[src/design/qpr_pkg.sv]
// ----------------------------------------------------------------------------
// qpr_pkg
// Shared types, constants and the arctangent table of the quadratic phase
// rotator.
// ----------------------------------------------------------------------------
package qpr_pkg;

    localparam int SAMPLE_WIDTH_DEF        = 16;
    localparam int INDEX_WIDTH_DEF         = 16;
    localparam int PHASE_FRACTION_BITS_DEF = 24;

    // configuration port
    localparam int CFG_INDEX_W = 1;
    localparam int CFG_DATA_W  = 32;
    localparam logic [CFG_INDEX_W-1:0] REG_SLOPE_Q         = 1'b0;
    localparam logic [CFG_INDEX_W-1:0] REG_LOG2_SLICE_SIZE = 1'b1;

    localparam int SLOPE_W    = 32;
    localparam int SLOPE_FRAC = 16;
    localparam int LOG2_W     = 5;
    localparam logic [LOG2_W-1:0] LOG2_RESET = 5'd12;

    // gain compensation, Q31
    localparam logic [30:0] GAIN_Q31   = 31'h4DBA76D4;
    localparam int          GUARD_BITS = 16;
    localparam int          GAIN_SHIFT = 31 - GUARD_BITS;

    // angles in units of 2^-32 turn
    localparam int ANG_W = 32;
    localparam int R_W   = 32;
    localparam logic [ANG_W-1:0] EIGHTH_TURN = 32'h2000_0000;

    localparam int CORDIC_STEPS    = 24;
    localparam int STEPS_PER_STAGE = 2;
    localparam int CORDIC_STAGES   = CORDIC_STEPS / STEPS_PER_STAGE;

    localparam logic signed [R_W-1:0] ATAN_TABLE [CORDIC_STEPS] = '{
        32'sd536870912, 32'sd316933406, 32'sd167458907, 32'sd85032916,
        32'sd42667331,  32'sd21354465,  32'sd10680862,  32'sd5340245,
        32'sd2670163,   32'sd1335087,   32'sd667544,    32'sd333772,
        32'sd166886,    32'sd83443,     32'sd41721,     32'sd20860,
        32'sd10430,     32'sd5215,      32'sd2607,      32'sd1303,
        32'sd651,       32'sd325,       32'sd162,       32'sd81
    };

    typedef struct packed {
        logic valid;
        logic last;
    } ctrl_t;

endpackage

[src/design/qpr_cordic_stage.sv]
// ----------------------------------------------------------------------------
// qpr_cordic_stage
// One register stage of the fine rotation: a fixed number of CORDIC
// micro-rotations starting at step FIRST_STEP.
// ----------------------------------------------------------------------------
module qpr_cordic_stage #(
    parameter int CW         = qpr_pkg::SAMPLE_WIDTH_DEF + qpr_pkg::GUARD_BITS + 2,
    parameter int FIRST_STEP = 0
) (
    input  logic                           clk,
    input  logic                           rst_n,
    input  logic                           en,
    input  qpr_pkg::ctrl_t                 in_ctrl,
    input  logic signed [CW-1:0]           x_in,
    input  logic signed [CW-1:0]           y_in,
    input  logic signed [qpr_pkg::R_W-1:0] r_in,
    output qpr_pkg::ctrl_t                 out_ctrl,
    output logic signed [CW-1:0]           x_out,
    output logic signed [CW-1:0]           y_out,
    output logic signed [qpr_pkg::R_W-1:0] r_out
);
    import qpr_pkg::*;

    ctrl_t                 ctrl_reg;
    logic signed [CW-1:0]  x_reg;
    logic signed [CW-1:0]  y_reg;
    logic signed [R_W-1:0] r_reg;
    logic signed [CW-1:0]  x_next;
    logic signed [CW-1:0]  y_next;
    logic signed [R_W-1:0] r_next;

    always_comb
    begin
        logic signed [CW-1:0] xs;
        logic signed [CW-1:0] ys;
        x_next = x_in;
        y_next = y_in;
        r_next = r_in;
        for (int j = 0; j < STEPS_PER_STAGE; j++)
        begin
            xs = x_next >>> (FIRST_STEP + j);
            ys = y_next >>> (FIRST_STEP + j);
            if (r_next >= 0)
            begin
                x_next = x_next - ys;
                y_next = y_next + xs;
                r_next = r_next - ATAN_TABLE[FIRST_STEP + j];
            end
            else
            begin
                x_next = x_next + ys;
                y_next = y_next - xs;
                r_next = r_next + ATAN_TABLE[FIRST_STEP + j];
            end
        end
    end

    always_ff @(posedge clk or negedge rst_n)
    begin
        if (!rst_n)
        begin
            ctrl_reg <= '0;
        end
        else if (en)
        begin
            ctrl_reg <= in_ctrl;
        end
    end

    always_ff @(posedge clk)
    begin
        if (en)
        begin
            x_reg <= x_next;
            y_reg <= y_next;
            r_reg <= r_next;
        end
    end

    assign out_ctrl = ctrl_reg;
    assign x_out    = x_reg;
    assign y_out    = y_reg;
    assign r_out    = r_reg;

endmodule

[config.mk]
export PLATFORM = sky130hd
export DESIGN_NAME = qpr_cordic_stage
export DESIGN_NICKNAME = d
export VERILOG_FILES = /design/src/design/qpr_pkg.sv /design/src/design/qpr_cordic_stage.sv
export SDC_FILE = /design/constraint.sdc
export NUM_CORES = 1
export LEC_CHECK = 0
export BUFFER_PORTS_ARGS = -buffer_cell sky130_fd_sc_hd__buf_4
export CELL_PAD_IN_SITES_DETAIL_PLACEMENT = 0
export CELL_PAD_IN_SITES_GLOBAL_PLACEMENT = 2
export CORE_AREA = 2 2 251 253
export DETAILED_ROUTE_END_ITERATION = 8
export DIE_AREA = 0 0 253 255
export PLACE_DENSITY = 0.59
export SLEW_MARGIN = 20
export SYNTH_ARGS = -nofsm -noshare
export SYNTH_HDL_FRONTEND = slang
export SYNTH_SLANG_ARGS = --single-unit
[constraint.sdc]
create_clock -name clk -period 1 [get_ports clk]
set_clock_uncertainty 0.2 [all_clocks]
set_input_delay 0.05 -clock clk [delete_from_list [all_inputs] [get_ports clk]]
set_output_delay 0.05 -clock clk [all_outputs]
set_load 0.01 [all_outputs]
=== Word-level counts from Yosys, hierarchy flattened ===
Index checks and enable logic that the tools add are counted.

* Register bits after elaboration: 102
* Input port bits: 105
* Output and inout bits: 102
* Logic and storage cells: 24

* Add/sub/neg operators: 11
* Magnitude comparators: 2
* Mux-type cells: 6

{| class="wikitable"
|+ Operators with widths
! operator !! count
|-
| $mux W34 || 4
|-
| $add A34 B33 Y34 || 2
|-
| $sub A34 B33 Y34 || 2
|-
| $sub A34 B34 Y34 || 2
|-
| $ge A32 B1 Y1 const B || 2
|-
| $mux W32 || 2
|-
| $add A34 B34 Y34 || 1
|-
| $add A32 B30 Y32 const B || 1
|-
| $add A32 B31 Y32 const B || 1
|-
| $sub A32 B30 Y32 const B || 1
|-
| $sub A32 B31 Y32 const B || 1
|}

=== Longest topological paths before layout ===
* Word-level depth: 4
* Mapped depth: 30
* Gate-level depth less buffers: 29

=== Worst setup path after synthesis ===
OpenSTA, ideal clock, no wires.

* Kind: in2reg
* Start: in r_in[31] (netlist bit)
* End: reg y_reg[30] (netlist: y_out[30]), data pin
* Library setup time: 0.258 ns
* Arrival: 5.614 ns
* Required time: 0.542 ns
* Setup slack: -5.072 ns
* Stages: 24
* Cell sequence: clkbuf_1 > clkbuf_1 > clkbuf_1 > buf_1 > buf_1 > buf_1 > mux2i_1 > xnor2_1 > inv_1 > ha_1 > mux2_2 > fa_1 > a21o_1 > a21oi_1 > o21ai_0 > a31oi_1 > a211o_1 > a21boi_0 > a31oi_1 > o21ai_0 > a2111o_1 > a31o_2 > a21oi_1 > xnor2_1

* Longest elaborated chain between the ends: 4
* Elaborated cells between the ends (all ways): 10
* Those cells by class: 4 x add/sub; 2 x order compare; 4 x mux

{| class="wikitable"
|+ RTL lines
! element !! line !! RTL
|-
| from (decl) || qpr_cordic_stage.sv:16 || <nowiki>input logic signed [qpr_pkg::R_W-1:0] r_in,</nowiki>
|-
| $ge A32 B1 Y1 (tied with other cells) || qpr_cordic_stage.sv:43 || <nowiki>if (r_next >= 0)</nowiki>
|-
| $mux W34 / $mux W32 (equally long branches) || qpr_cordic_stage.sv:43 ||
|-
| $sub A34 B33 Y34 (tied with other cells) || qpr_cordic_stage.sv:52 || <nowiki>y_next = y_next - xs;</nowiki>
|-
| $mux W34 * || qpr_cordic_stage.sv:43 ||
|-
| named net y_next[30] || qpr_cordic_stage.sv:29 || <nowiki>logic signed [CW-1:0] y_next;</nowiki>
|-
| to (signal assigned) || qpr_cordic_stage.sv:75 || <nowiki>y_reg <= y_next;</nowiki>
|-
| to (decl) || qpr_cordic_stage.sv:26 || <nowiki>logic signed [CW-1:0] y_reg;</nowiki>
|}

Mark *: on every way through the listed nets, which the timed path passes. The rest lies on a longest branch.
A chain may end at the register's enable or synchronous reset.

=== Worst setup path in the final report ===
* Start: in x_in[1]
* End: reg x_reg[33] (netlist: x_out[33]), data pin

* Longest elaborated chain between the ends: 4
* Elaborated cells between the ends (all ways): 8
* Those cells by class: 5 x add/sub; 3 x mux

{| class="wikitable"
|+ RTL lines
! element !! line !! RTL
|-
| from (decl) || qpr_cordic_stage.sv:14 || <nowiki>input logic signed [CW-1:0] x_in,</nowiki>
|-
| $add A34 B34 Y34 (tied with other cells) || qpr_cordic_stage.sv:46, qpr_cordic_stage.sv:51 ||
|-
| $mux W34 || qpr_cordic_stage.sv:43 ||
|-
| $add A34 B33 Y34 / $sub A34 B33 Y34 (equally long branches) || qpr_cordic_stage.sv:51, qpr_cordic_stage.sv:45 ||
|-
| $mux W34 * || qpr_cordic_stage.sv:43 ||
|-
| named net x_next[33] || qpr_cordic_stage.sv:28 || <nowiki>logic signed [CW-1:0] x_next;</nowiki>
|-
| to (signal assigned) || qpr_cordic_stage.sv:74 || <nowiki>x_reg <= x_next;</nowiki>
|-
| to (decl) || qpr_cordic_stage.sv:25 || <nowiki>logic signed [CW-1:0] x_reg;</nowiki>
|}

Marks and branches as above.

==> run_results.csv <==
group,metric,value,unit
final_layout,utilization,44.9,%
clock_tree,cts_max_path_buffers,2,
power,p_sw,0.0216,W
floorplan,row_count,92,
power,p_per_area,1930,mW/mm²
logic_synthesis,synth_top_area_share,19.6,%
logic_synthesis,syn_inst,1895,
power,power.internal,0.0323,W
critical_path,cp_slowest_cell,"or4_4",
logic_synthesis,synth_area_leaders,"edfxtp_1 (20%), ha_1 (16%), xnor2_1 (9.6%), a21oi_1 (7.1%), o21ai_0 (3.6%)",
clock_tree,cts_made_buffers,9,
floorplan,pin_count,207,
clock_tree,clk_latency,0.35,ns
timing,setup_slack,-4.28,ns
detailed_routing,drtPass1Iterations,5,
timing,setup_violations,200,
final_layout,drive_gt1_share,51.7,%
timing,rsz0062_at_grt,"yes",
critical_path,reg2regPathDepth,1,
critical_path,worstSetupPathType,"in -> reg",
logic_synthesis,syn_nets,2204,
final_layout,area_growth,82.8,%
logic_synthesis,ys_seq_area_share,20.0,%
logic_synthesis,synth.ff_latch_count,102,
power,p_clk_share,7.6,%
final_layout,final_area,0.0279,mm²
detailed_routing,routed_wl,63.3,mm
logic_synthesis,synthTopCellsByCount,"a21oi_1 (217), ha_1 (197), xnor2_1 (167), nor2_1 (145), inv_1 (139)",
global_routing,antenna_found_initial,0,
detailed_routing,viasPerCell,4.70,
place,gp_congestion,0.891,
clock_tree,clk_pin_slew_worst_paths,0.07,ns
timing,holdWs,-0.136,ns
detailed_routing,antenna_left,0,
global_routing,grt.total_usage,19.2,%
logic_synthesis,avgSynthCellArea,8.06,µm²
final_layout,layout.nets,3274,
detailed_routing,drtIter0Drc,639,
critical_path,crit_family,"compound AO/OA/AOI/OAI gates",
timing,fmax,0.189,GHz
global_routing,grt_pass1_wl,98.3,mm
power,finalPower,0.0539,W
final_layout,nFillCells,6165,
floorplan,start_util,24.6,%
critical_path,cp_max_fo,5,
logic_synthesis,synth_most_common_cell,"a21oi_1",
logic_synthesis,mappedNetlistArea,0.0153,mm²
status,violations,"negative hold slack, negative setup slack",
critical_path,cp_data_arrival_time,5.19,ns
logic_synthesis,async_flop_share,1.96,%
clock_tree,root_buffer,"clkbuf_16",
logic_synthesis,synthFlopType,"edfxtp_1",
global_routing,grt_pass1_vias,18300,
logic_synthesis,yosysUniqueCellTypes,96,
place,place_hpwl,53.3,mm
critical_path,cp-startpoint,"x_in[1]",
critical_path,start_kind,"primary input",
critical_path,rr_startpoint,"out_ctrl[1]$_DFFE_PN0P_",
critical_path,crit_buf_inv,3,
place,place_area,0.0242,mm²
clock_tree,clkSinkCount,102,
critical_path,r2r_end,"out_ctrl[1]$_DFFE_PN0P_",
min_path,hp-start,"en",
power,seqPwrFrac,15.1,%
critical_path,worstPathRequired,0.91,ns
critical_path,slowest_delay,0.55,ns
final_layout,multi_input_comb_area,0.0138,mm²
floorplan,core_region_area,0.0622,mm²
timing,worstMarginPinSlew,0.780,ns
detailed_routing,post_drt_wl_per_cell,16.8,µm
detailed_routing,drc,0,
clock_tree,htreeDepth,3,
detailed_routing,vias,17700,
power,ir_drop,972,µV
critical_path,rrSetupSlack,0.04,ns
min_path,hold_end,"r_out[0]$_DFFE_PP_",
floorplan,die_area,0.0645,mm²
final_layout,register_area,0.00305,mm²
floorplan,die_h,255,µm
global_routing,gr-total-overflow,0,
global_routing,grt_max_degree,34,
final_layout,antenna_cells,0,
power,p_comb_share,77.3,%
power,swShare,40.0,%
min_path,hold_class,"in -> reg",
timing,slew_violations,0,
clock_tree,tritoncts,"built",
critical_path,crit_top_cell,"xnor2_1",
timing,final-hold-violation-count,6,
min_path,whs_path_depth,1,
timing,period_minus_slack,5.28,ns
place,portBuffers,206,
timing,finalCritPeriodShare,528,%
critical_path,cp-end-kind,"register",
run,max-cap-violations,0,
status,status,"complete, but fails checks",
logic_synthesis,synth_edf_count,100,
logic_synthesis,synth_top_cell_by_area,"edfxtp_1",
timing,max-slew-margin-rel,47.6,%
floorplan,die_x,253,µm
power,p_leak,12.7,nW
logic_synthesis,yosysWarnings,0,
clock_tree,cts_hold_buf,6,
==> area by class of cell <==
type                    instances  area share, %
multi-input cells            1587           49.5
repair buffers               1118           32.6
clock inverters                 6          0.394
inverters                     147           2.17
well taps                     799           3.58
clock buffers                  10          0.820
flip-flops and latches        102           10.9
==> kinds of logic (layout without fill, tap and decap cells) <==
kind of cell,Yosys count,in the layout,synth area share (%)
XOR/XNOR,213,213,12.2
flip-flops,102,102,20.0
AO/OA/AOI/OAI,657,657,28.0
AND/OR/NAND/NOR,499,499,16.6
adder cells (fa/ha/maj),204,204,17.0
buffers and inverters,206,1281,5.23
multiplexers,14,14,0.958
==> power by group through the flow <==
stage               registers (W)  logic, W  clock network, W
floorplan                 0.00893    0.0159                 0
global placement          0.00810    0.0336                 0
detailed placement        0.00813    0.0338                 0
CTS                       0.00813    0.0387           0.00422
global route              0.00835    0.0449           0.00433
finish                    0.00814    0.0417           0.00408
==> cell usage in the layout, fill, tap and decap left out, types with 41 or more instances in the layout <==
cell / netlist / routed
buf_6: 1 / 116
a21oi_1: 217 / 146
a21o_1: 60 / 60
nand2_1: 90 / 83
o21ai_0: 109 / 66
nor2_1: 145 / 115
edfxtp_1: 100 / 100
xnor2_1: 167 / 139
a21oi_2: 0 / 61
ha_1: 197 / 167
inv_1: 139 / 121
buf_4: 2 / 974
xor2_1: 46 / 41
==> how the worst max path moves through the flow <==
stage / to / slack [ns] / cells after the start
final: x_out[33]$_DFFE_PP_ / -4.28 / 26
after global routing: x_out[33]$_DFFE_PP_ / -4.58 / 26
after CTS: x_out[33]$_DFFE_PP_ / -4.18 / 26
after detailed placement: x_out[33]$_DFFE_PP_ / -4.86 / 26
after global placement: x_out[33]$_DFFE_PP_ / -4.79 / 26
after floorplan: x_out[33]$_DFFE_PP_ / -4.27 / 25
==> layer usage <==
metal / share of wire, % / wire length, µm / GRT usage [%]
met3: 2.1 / 1350 / 1.05
met1: 49 / 31000 / 26.4
met4: 1.2 / 774 / 3.55
met2: 48 / 30200 / 33.4
met5: 0 / 0 / 0
==> registers in the layout, indices dropped and copies added, names as in the netlist <==
signal,count
out_ctrl,2
r_out,32
x_out,34
y_out,34
==> per-stage QoR <==
step	TNS, ns	setup slack (ns)	std cells
6_report	-290.68	-4.28	3769
5_1_grt	-308.45	-4.58	3769
4_1_cts	-288.66	-4.18	3750
3_5_place_dp	-342.34	-4.86	3651
3_3_place_gp	-339.26	-4.79	3651
2_1_floorplan	-299.27	-4.27	1895
==> what timing repair did <==
action,4_1_cts,5_1_grt
buffers inserted,87,24
endpoints found under the hold margin,13,5
cloned,1,0
gates resized for setup,370,175
pin swaps,149,143
endpoints found under the setup margin,200,200
No activity file was read; power rests on OpenSTA's default activity.
