### src/design/qpr_pkg.sv
// ----------------------------------------------------------------------------
// qpr_pkg
// Shared types, constants and the arctangent table of the quadratic phase
// rotator.
// ----------------------------------------------------------------------------
package qpr_pkg;

    localparam int SAMPLE_WIDTH_DEF        = 16;
    localparam int INDEX_WIDTH_DEF         = 16;
    localparam int PHASE_FRACTION_BITS_DEF = 24;

    // configuration port
    localparam int CFG_INDEX_W = 1;
    localparam int CFG_DATA_W  = 32;
    localparam logic [CFG_INDEX_W-1:0] REG_SLOPE_Q         = 1'b0;
    localparam logic [CFG_INDEX_W-1:0] REG_LOG2_SLICE_SIZE = 1'b1;

    localparam int SLOPE_W    = 32;
    localparam int SLOPE_FRAC = 16;
    localparam int LOG2_W     = 5;
    localparam logic [LOG2_W-1:0] LOG2_RESET = 5'd12;

    // gain compensation, Q31
    localparam logic [30:0] GAIN_Q31   = 31'h4DBA76D4;
    localparam int          GUARD_BITS = 16;
    localparam int          GAIN_SHIFT = 31 - GUARD_BITS;

    // angles in units of 2^-32 turn
    localparam int ANG_W = 32;
    localparam int R_W   = 32;
    localparam logic [ANG_W-1:0] EIGHTH_TURN = 32'h2000_0000;

    localparam int CORDIC_STEPS    = 24;
    localparam int STEPS_PER_STAGE = 2;
    localparam int CORDIC_STAGES   = CORDIC_STEPS / STEPS_PER_STAGE;

    localparam logic signed [R_W-1:0] ATAN_TABLE [CORDIC_STEPS] = '{
        32'sd536870912, 32'sd316933406, 32'sd167458907, 32'sd85032916,
        32'sd42667331,  32'sd21354465,  32'sd10680862,  32'sd5340245,
        32'sd2670163,   32'sd1335087,   32'sd667544,    32'sd333772,
        32'sd166886,    32'sd83443,     32'sd41721,     32'sd20860,
        32'sd10430,     32'sd5215,      32'sd2607,      32'sd1303,
        32'sd651,       32'sd325,       32'sd162,       32'sd81
    };

    typedef struct packed {
        logic valid;
        logic last;
    } ctrl_t;

endpackage

### src/design/qpr_front.sv
// ----------------------------------------------------------------------------
// qpr_front
// Phase generation and gain scaling: bin offset, square, slope multiply,
// rounding to a fraction of a turn, then coarse quadrant rotation.
// ----------------------------------------------------------------------------
module qpr_front #(
    parameter int SAMPLE_WIDTH        = qpr_pkg::SAMPLE_WIDTH_DEF,
    parameter int INDEX_WIDTH         = qpr_pkg::INDEX_WIDTH_DEF,
    parameter int PHASE_FRACTION_BITS = qpr_pkg::PHASE_FRACTION_BITS_DEF
) (
    input  logic                               clk,
    input  logic                               rst_n,
    input  logic                               en,
    input  qpr_pkg::ctrl_t                     in_ctrl,
    input  logic signed [SAMPLE_WIDTH-1:0]     sample_real,
    input  logic signed [SAMPLE_WIDTH-1:0]     sample_imag,
    input  logic        [INDEX_WIDTH-1:0]      bin_index,
    input  logic signed [qpr_pkg::SLOPE_W-1:0] slope_q,
    input  logic        [qpr_pkg::LOG2_W-1:0]  log2_slice_size,
    output qpr_pkg::ctrl_t                     out_ctrl,
    output logic signed [SAMPLE_WIDTH+qpr_pkg::GUARD_BITS+1:0] x_out,
    output logic signed [SAMPLE_WIDTH+qpr_pkg::GUARD_BITS+1:0] y_out,
    output logic signed [qpr_pkg::R_W-1:0]     r_out
);
    import qpr_pkg::*;

    localparam int SW     = SAMPLE_WIDTH;
    localparam int IW     = INDEX_WIDTH;
    localparam int PF     = PHASE_FRACTION_BITS;
    localparam int D_W    = IW + 2;
    localparam int DSQ_W  = 2 * IW;
    localparam int PQ_W   = SLOPE_W + DSQ_W + 1;
    localparam int PROD_W = SLOPE_FRAC + 1 + IW;
    localparam int WIDE_W = PROD_W + PF;
    localparam int GX_W   = SW + 32;
    localparam int SCL_W  = SW + GUARD_BITS;
    localparam int CW     = SW + GUARD_BITS + 2;

    localparam logic signed [GX_W-1:0] GX_RND = GX_W'(1) << (GAIN_SHIFT - 1);

    localparam logic [1:0] QUAD_0 = 2'd0;
    localparam logic [1:0] QUAD_1 = 2'd1;
    localparam logic [1:0] QUAD_2 = 2'd2;
    localparam logic [1:0] QUAD_3 = 2'd3;

    // stage 1: bin offset
    ctrl_t                    ctrl1_reg;
    logic signed [D_W-1:0]    d1_reg;
    logic [LOG2_W-1:0]        k1_reg;
    logic signed [SW-1:0]     xr1_reg;
    logic signed [SW-1:0]     yi1_reg;
    logic [LOG2_W-1:0]        k_next;
    logic [D_W-1:0]           half;
    logic signed [D_W-1:0]    d_next;

    // stage 2: square and gain
    ctrl_t                    ctrl2_reg;
    logic [DSQ_W-1:0]         dsq2_reg;
    logic [LOG2_W-1:0]        k2_reg;
    logic signed [SCL_W-1:0]  xs2_reg;
    logic signed [SCL_W-1:0]  ys2_reg;
    logic signed [2*D_W-1:0]  dd;
    logic signed [GX_W-1:0]   gx;
    logic signed [GX_W-1:0]   gy;
    logic signed [GX_W-1:0]   gx_sh;
    logic signed [GX_W-1:0]   gy_sh;

    // stage 3: slope product
    ctrl_t                    ctrl3_reg;
    logic [PROD_W-1:0]        prod3_reg;
    logic [LOG2_W-1:0]        k3_reg;
    logic signed [SCL_W-1:0]  xs3_reg;
    logic signed [SCL_W-1:0]  ys3_reg;
    logic signed [PQ_W-1:0]   pq;

    // stage 4: phase and angle split
    ctrl_t                    ctrl4_reg;
    logic [1:0]               quad4_reg;
    logic signed [R_W-1:0]    r4_reg;
    logic signed [SCL_W-1:0]  xs4_reg;
    logic signed [SCL_W-1:0]  ys4_reg;
    logic [WIDE_W-1:0]        wide;
    logic [WIDE_W-1:0]        rnd;
    logic [WIDE_W-1:0]        sh;
    logic [PF-1:0]            phi;
    logic [ANG_W-1:0]         ang;
    logic signed [29:0]       r30;

    // stage 5: quadrant
    ctrl_t                    ctrl5_reg;
    logic signed [CW-1:0]     x5_reg;
    logic signed [CW-1:0]     y5_reg;
    logic signed [R_W-1:0]    r5_reg;
    logic signed [CW-1:0]     xe;
    logic signed [CW-1:0]     ye;
    logic signed [CW-1:0]     x5_next;
    logic signed [CW-1:0]     y5_next;

    always_comb
    begin
        if (log2_slice_size < LOG2_W'(1))
        begin
            k_next = LOG2_W'(1);
        end
        else if (log2_slice_size > LOG2_W'(IW))
        begin
            k_next = LOG2_W'(IW);
        end
        else
        begin
            k_next = log2_slice_size;
        end
        half   = D_W'(1) << (k_next - LOG2_W'(1));
        d_next = $signed({2'b00, bin_index}) - $signed(half);
    end

    always_comb
    begin
        dd    = d1_reg * d1_reg;
        gx    = ($signed(xr1_reg) * $signed({1'b0, GAIN_Q31})) + GX_RND;
        gy    = ($signed(yi1_reg) * $signed({1'b0, GAIN_Q31})) + GX_RND;
        gx_sh = gx >>> GAIN_SHIFT;
        gy_sh = gy >>> GAIN_SHIFT;
    end

    always_comb
    begin
        pq = slope_q * $signed({1'b0, dsq2_reg});
    end

    // phi = round(prod * 2^PF / 2^(17+k)) mod 1 turn
    always_comb
    begin
        wide = WIDE_W'(prod3_reg) << PF;
        rnd  = wide + (WIDE_W'(1) << (SLOPE_FRAC + int'(k3_reg)));
        sh   = rnd >> (SLOPE_FRAC + 1 + int'(k3_reg));
        phi  = sh[PF-1:0];
        ang  = ANG_W'(0) - (ANG_W'(phi) << (ANG_W - PF)) + EIGHTH_TURN;
        r30  = {~ang[29], ang[28:0]};
    end

    always_comb
    begin
        xe = CW'(xs4_reg);
        ye = CW'(ys4_reg);
        unique case (quad4_reg)
            QUAD_0:
            begin
                x5_next = xe;
                y5_next = ye;
            end
            QUAD_1:
            begin
                x5_next = -ye;
                y5_next = xe;
            end
            QUAD_2:
            begin
                x5_next = -xe;
                y5_next = -ye;
            end
            QUAD_3:
            begin
                x5_next = ye;
                y5_next = -xe;
            end
            default:
            begin
                x5_next = xe;
                y5_next = ye;
            end
        endcase
    end

    always_ff @(posedge clk or negedge rst_n)
    begin
        if (!rst_n)
        begin
            ctrl1_reg <= '0;
            ctrl2_reg <= '0;
            ctrl3_reg <= '0;
            ctrl4_reg <= '0;
            ctrl5_reg <= '0;
        end
        else if (en)
        begin
            ctrl1_reg <= in_ctrl;
            ctrl2_reg <= ctrl1_reg;
            ctrl3_reg <= ctrl2_reg;
            ctrl4_reg <= ctrl3_reg;
            ctrl5_reg <= ctrl4_reg;
        end
    end

    always_ff @(posedge clk)
    begin
        if (en)
        begin
            d1_reg    <= d_next;
            k1_reg    <= k_next;
            xr1_reg   <= sample_real;
            yi1_reg   <= sample_imag;

            dsq2_reg  <= dd[DSQ_W-1:0];
            k2_reg    <= k1_reg;
            xs2_reg   <= gx_sh[SCL_W-1:0];
            ys2_reg   <= gy_sh[SCL_W-1:0];

            prod3_reg <= pq[PROD_W-1:0];
            k3_reg    <= k2_reg;
            xs3_reg   <= xs2_reg;
            ys3_reg   <= ys2_reg;

            quad4_reg <= ang[31:30];
            r4_reg    <= R_W'(r30);
            xs4_reg   <= xs3_reg;
            ys4_reg   <= ys3_reg;

            x5_reg    <= x5_next;
            y5_reg    <= y5_next;
            r5_reg    <= r4_reg;
        end
    end

    assign out_ctrl = ctrl5_reg;
    assign x_out    = x5_reg;
    assign y_out    = y5_reg;
    assign r_out    = r5_reg;

endmodule

### config.mk
export PLATFORM = sky130hd
export DESIGN_NAME = qpr_front
export DESIGN_NICKNAME = d
export VERILOG_FILES = /design/src/design/qpr_pkg.sv /design/src/design/qpr_front.sv
export SDC_FILE = /design/constraint.sdc
export NUM_CORES = 2
export LEC_CHECK = 0
export BUFFER_PORTS_ARGS = -buffer_cell sky130_fd_sc_hd__buf_2
export CAP_MARGIN = 10
export CORE_ASPECT_RATIO = 1.1
export CORE_MARGIN = 5
export CORE_UTILIZATION = 28
export CTS_BUF_LIST = sky130_fd_sc_hd__clkbuf_4 sky130_fd_sc_hd__clkbuf_8
export CTS_CLUSTER_SIZE = 25
export DETAILED_ROUTE_END_ITERATION = 8
export PLACE_DENSITY_LB_ADDON = 0.05
export SLEW_MARGIN = 10
export SYNTH_ARGS = -nofsm -noshare
export SYNTH_HDL_FRONTEND = slang
export SYNTH_SLANG_ARGS = --single-unit
### constraint.sdc
create_clock -name clk -period 7.7 [get_ports clk]
set_input_delay 0.385 -clock clk [delete_from_list [all_inputs] [get_ports clk]]
set_output_delay 0.385 -clock clk [all_outputs]
set_load 0.005 [all_outputs]
### Word-level counts from Yosys, hierarchy flattened

Index checks and enable logic that the tools add are counted.

| cells by class | value |
|---|---|
| magnitude comparators | 2 |
| reduce and logical (&&, ||, !) cells | 1 |
| shift-type cells | 3 |
| mux-type cells | 4 |
| $mul | 4 |
| eq/ne operators | 3 |
| add/sub/neg operators | 11 |
| bitwise logic cells | 1 |

Operators by type and width:

| cell | count |
|---|---|
| $pmux W34 S4 | 2 |
| $add A47 B16 Y47 const B | 2 |
| $mul A16 B30 Y45 const B | 2 |
| $neg A32 Y34 | 2 |
| $add A57 B57 Y57 | 1 |
| $shl A1 B6 Y57 const A | 1 |
| $shr A57 B6 Y24 | 1 |
| $mul A32 B33 Y33 | 1 |
| $add A32 B30 Y32 const B | 1 |
| $mul A18 B18 Y32 | 1 |
| $sub A1 B32 Y32 const A | 1 |
| $shl A1 B5 Y18 const A | 1 |
| $sub A17 B18 Y18 | 1 |
| $add A5 B5 Y6 const A | 2 |
| $mux W5 | 2 |
| $gt A5 B5 Y1 const B | 1 |
| $lt A5 B1 Y1 const B | 1 |
| $sub A5 B1 Y5 const B | 1 |
| $eq A2 B2 Y1 const B | 2 |
| $eq A2 B1 Y1 const B | 1 |
| $logic_not A2 Y1 | 1 |
| $not A1 Y1 | 1 |

| word-level totals | value |
|---|---|
| output and inout port bits | 102 |
| logic and storage cells | 58 |
| flip-flop bits (word level) | 462 |
| input port bits | 90 |

### Logic depth before layout (Yosys ltp)

| depth | value |
|---|---|
| word-level depth | 7 |
| gate-level depth with buffers | 32 |
| mapped depth without buffers | 30 |

### Least setup slack after synthesis

Ideal clock, no wire load.

| timing path | value |
|---|---|
| kind | register to register |
| start | register xr1_reg[3] |
| end | register xs2_reg[26] (data pin) |
| clock period less this slack | 7.562 ns |
| slack | 0.138 ns |
| arrival time | 7.300 ns |
| cell stages (with the launch flop) | 24 |
| buffers on the path | 0 |
| required time | 7.438 ns |
| setup time | 0.262 ns |
| cells stage by stage | edfxtp_1 > ha_1 > inv_1 > fa_1 > fa_1 > fa_1 > inv_1 > fa_1 > fa_1 > ha_1 > or3_1 > a221oi_2 > nor3_1 > o21ai_1 > and4b_1 > o41ai_1 > or2_2 > or4_1 > or3_1 > or3_1 > mux2i_1 > nand4_1 > a211oi_1 > xnor2_1 |

| between the ends | value |
|---|---|
| word-level cells in the longest chain between the ends | 2 |

Ends and longest elaborated chain:

| item | line | RTL |
|---|---|---|
| start: declaration | qpr_front.sv:50 | `logic signed [SW-1:0] xr1_reg;` |
| start signal: assignment | qpr_front.sv:201 | `xr1_reg <= sample_real;` |
| $mul A16 B30 Y45 | qpr_front.sv:120 | `gx = ($signed(xr1_reg) * $signed({1'b0, GAIN_Q31})) + GX_RND;` |
| $add A47 B16 Y47 | qpr_front.sv:120 |  |
| net gx[41] | qpr_front.sv:63 | `logic signed [GX_W-1:0] gx;` |
| end signal: assignment | qpr_front.sv:206 | `xs2_reg <= gx_sh[SCL_W-1:0];` |
| end: declaration | qpr_front.sv:60 | `logic signed [SCL_W-1:0] xs2_reg;` |

The timed path passes the listed nets, and every way through them passes these cells.
A chain may end at the register's enable or synchronous reset.

### Worst setup path in the final report

| timing path | value |
|---|---|
| start | register yi1_reg[5] |
| end | register ys2_reg[31] (data pin) |

| between the ends | value |
|---|---|
| word-level cells in the longest chain between the ends | 2 |

Ends and longest elaborated chain:

| item | line | RTL |
|---|---|---|
| start: declaration | qpr_front.sv:51 | `logic signed [SW-1:0] yi1_reg;` |
| start signal: assignment | qpr_front.sv:202 | `yi1_reg <= sample_imag;` |
| $mul A16 B30 Y45 | qpr_front.sv:121 | `gy = ($signed(yi1_reg) * $signed({1'b0, GAIN_Q31})) + GX_RND;` |
| $add A47 B16 Y47 | qpr_front.sv:121 |  |
| net gy[46] | qpr_front.sv:64 | `logic signed [GX_W-1:0] gy;` |
| end signal: assignment | qpr_front.sv:207 | `ys2_reg <= gy_sh[SCL_W-1:0];` |
| end: declaration | qpr_front.sv:61 | `logic signed [SCL_W-1:0] ys2_reg;` |

The timed path passes the listed nets, and every way through them passes these cells.

==> results_dict.tcl <==
set metrics [dict create \
    status "finished clean" \
    grt_pass1_wl_um 324000 \
    synthArstFlopShare_pct 2.25 \
    synthFlopType "edfxtp_1" \
    final.setup.tns_ns 0 \
    routed_wl_um 209000 \
    start_kind "flop" \
    drtIter0Drc 2238 \
    ys_types 101 \
    end_kind "flop" \
    detail-route-antenna-nets 0 \
    track_usage_pct 17.1 \
    die_w_um 473 \
    path_common_cell "fa_1" \
    final_common_cell "inv_1" \
    whs_ns 0.142 \
    die_h_um 520 \
    row_count 187 \
    synth_edf_count 435 \
    die_area_um2 246000 \
    critPathKind "reg2reg" \
    slowest_delay_ns 0.55 \
    cp_max_fo 5 \
    avgRoutedWirePerCell_um 20.0 \
    hold_class "in2reg" \
    dr_total_vias 47441 \
    setup-violations-final 0 \
    post-place-ws_ns -0.335 \
    fin_crit_sh_pct 96.2 \
    ios 192 \
    cts_max_path_buffers 3 \
    syn_to_final_growth_pct 16.4 \
    synth_area_per_cell_um2 9.86 \
    grt_overflow 0 \
    synth-seq-cells 445 \
    syn_area_um2 66200 \
    layout_min_cycle_time_ns 7.41 \
    critPathLaunch "yi1_reg[5]" \
    rsz0062_at_grt "true" \
    drc 0 \
    tritoncts "built" \
    portBuffers 183 \
    r2r-start "yi1_reg[5]" \
    clock_sinks 445 \
    coreArea_um2 236000 \
    min-delay-start "bin_index[0]" \
    vias_per_cell 4.52 \
    fmax_mhz 135 \
    antenna_found_initial 15 \
    h-tree-depth 3 \
    synth-seq-area-share_pct 20.1 \
    gp_congestion 0.867 \
    cp.arrival_ns 7.92 \
    drive_above_1_share_pct 14.3 \
    nNetsFinal 9040 \
    syn_inst 6710 \
    layout_common_cells "1461 x inv_1, 1021 x fa_1, 669 x nand2_1" \
    setup_slack_ns 0.290 \
    slowest_stage "fa_1" \
    synth_warnings 0 \
    finalMaxSlewViolations 0 \
    grt_pass1_vias 51490 \
    maxCapViolCount 0 \
    clock_latency_ns 0.81 \
    worst_pin_slew_ns 1.07 \
    post-dp-hpwl_um 179000 \
    cts_root_buf "clkbuf_8" \
    relSlewSlack_pct 28.7 \
    final-hold-violation-count 0 \
    grt_max_degree 146 \
    start_util_pct 28.1 \
    required_ns 8.21 \
    skew_ns 0.0770 \
    cts_buffers 89 \
    clk_pin_slew_ns 0.06 \
    firstDrtPassIters 7 \
]
[critical path: cells and delay by family, from the launching register on]
family | cells | cell delay [ns]
buf+inv | 7 | 0.72
flops | 1 | 0.46
fa+ha+maj | 7 | 3.27
mux | 1 | 0.21
compound gates | 3 | 0.76
simple gates | 10 | 1.75
[per-layer routing]
| layer | up-vias | routed length (um) | GRT usage, % |
|---|---|---|---|
| met4 | 0 | 3440 | 3.12 |
| met1 | 23856 | 100000 | 24.4 |
| met2 | 735 | 98700 | 28.4 |
| met5 | - | 0 | 0 |
| met3 | 137 | 6730 | 1.70 |
| li1 | 22713 | - | - |
[final cells by class]
type	instances	area [um^2]
antenna	9	22.5
clock buffer	105	1360
clock inverter	56	592
fill	24430	159000
inverter	1466	5510
multi-input combinational	4567	47000
sequential	445	13300
tap	3118	3900
timing repair buffer	723	5340
[logic make-up (layout without fill, tap and decap cells)]
logic type | count (synthesis) | after routing | share of synthesized area (%)
other | 1 | 25 | 0.00567
muxes | 110 | 110 | 2.69
DFF | 445 | 445 | 20.1
xor gates and xnor gates | 307 | 307 | 4.06
buffers and inverters | 1713 | 2350 | 9.78
adders and majority gates | 1660 | 1660 | 43.1
AOI/OAI and AO/OA | 800 | 800 | 8.21
and+or+nand+nor | 1674 | 1674 | 12.1
[Yosys cell counts, types with 52 or more instances]
| library cell | instances | area [um^2] |
|---|---|---|
| a21o_1 | 55 | 413 |
| a21oi_1 | 199 | 996 |
| and2_1 | 242 | 1510 |
| clkbuf_1 | 212 | 796 |
| edfxtp_1 | 435 | 13100 |
| fa_1 | 1028 | 20600 |
| ha_1 | 630 | 7880 |
| inv_1 | 1464 | 5500 |
| nand2_1 | 669 | 2510 |
| nand3_1 | 74 | 370 |
| nor2_1 | 294 | 1100 |
| nor2b_1 | 52 | 325 |
| nor3_1 | 81 | 405 |
| o21ai_0 | 148 | 741 |
| xnor2_1 | 219 | 1920 |
| xor2_1 | 88 | 771 |
[final timing paths]
check,endpoint,slack (ns),depth (start not counted)
min in group asynchronous,out_ctrl[1],0.61,3
worst max-delay path,ys2_reg[31],0.29,28
max in group asynchronous,ctrl4_reg[0],6.78,3
worst min register to register,k3_reg[3],0.39,0
worst max register to register,ys2_reg[31],0.29,28
worst min-delay path,d1_reg[0],0.14,4
[per-stage QoR]
stage	area (um^2)	instances	utilization (%)
floorplan	66200	6725	-
global placement	73800	10245	31.3
detailed placement	73800	10245	31.3
CTS	76200	10447	32.4
global route	77000	10488	32.7
finish	77000	10489	32.7
[what timing repair did]
| action | CTS | global route |
|---|---|---|
| buffers inserted | 3 | 33 |
| endpoints found under the setup margin | 9 | 23 |
| pin swaps | 1 | 60 |
| gates resized for setup | 17 | 112 |
| hold buffers | 38 | 0 |
| hold endpoints to repair | 48 | 0 |
Power is left out: the tool's default activity adds up to more than one toggle a clock period on the data nets, which glitch-free logic cannot reach.
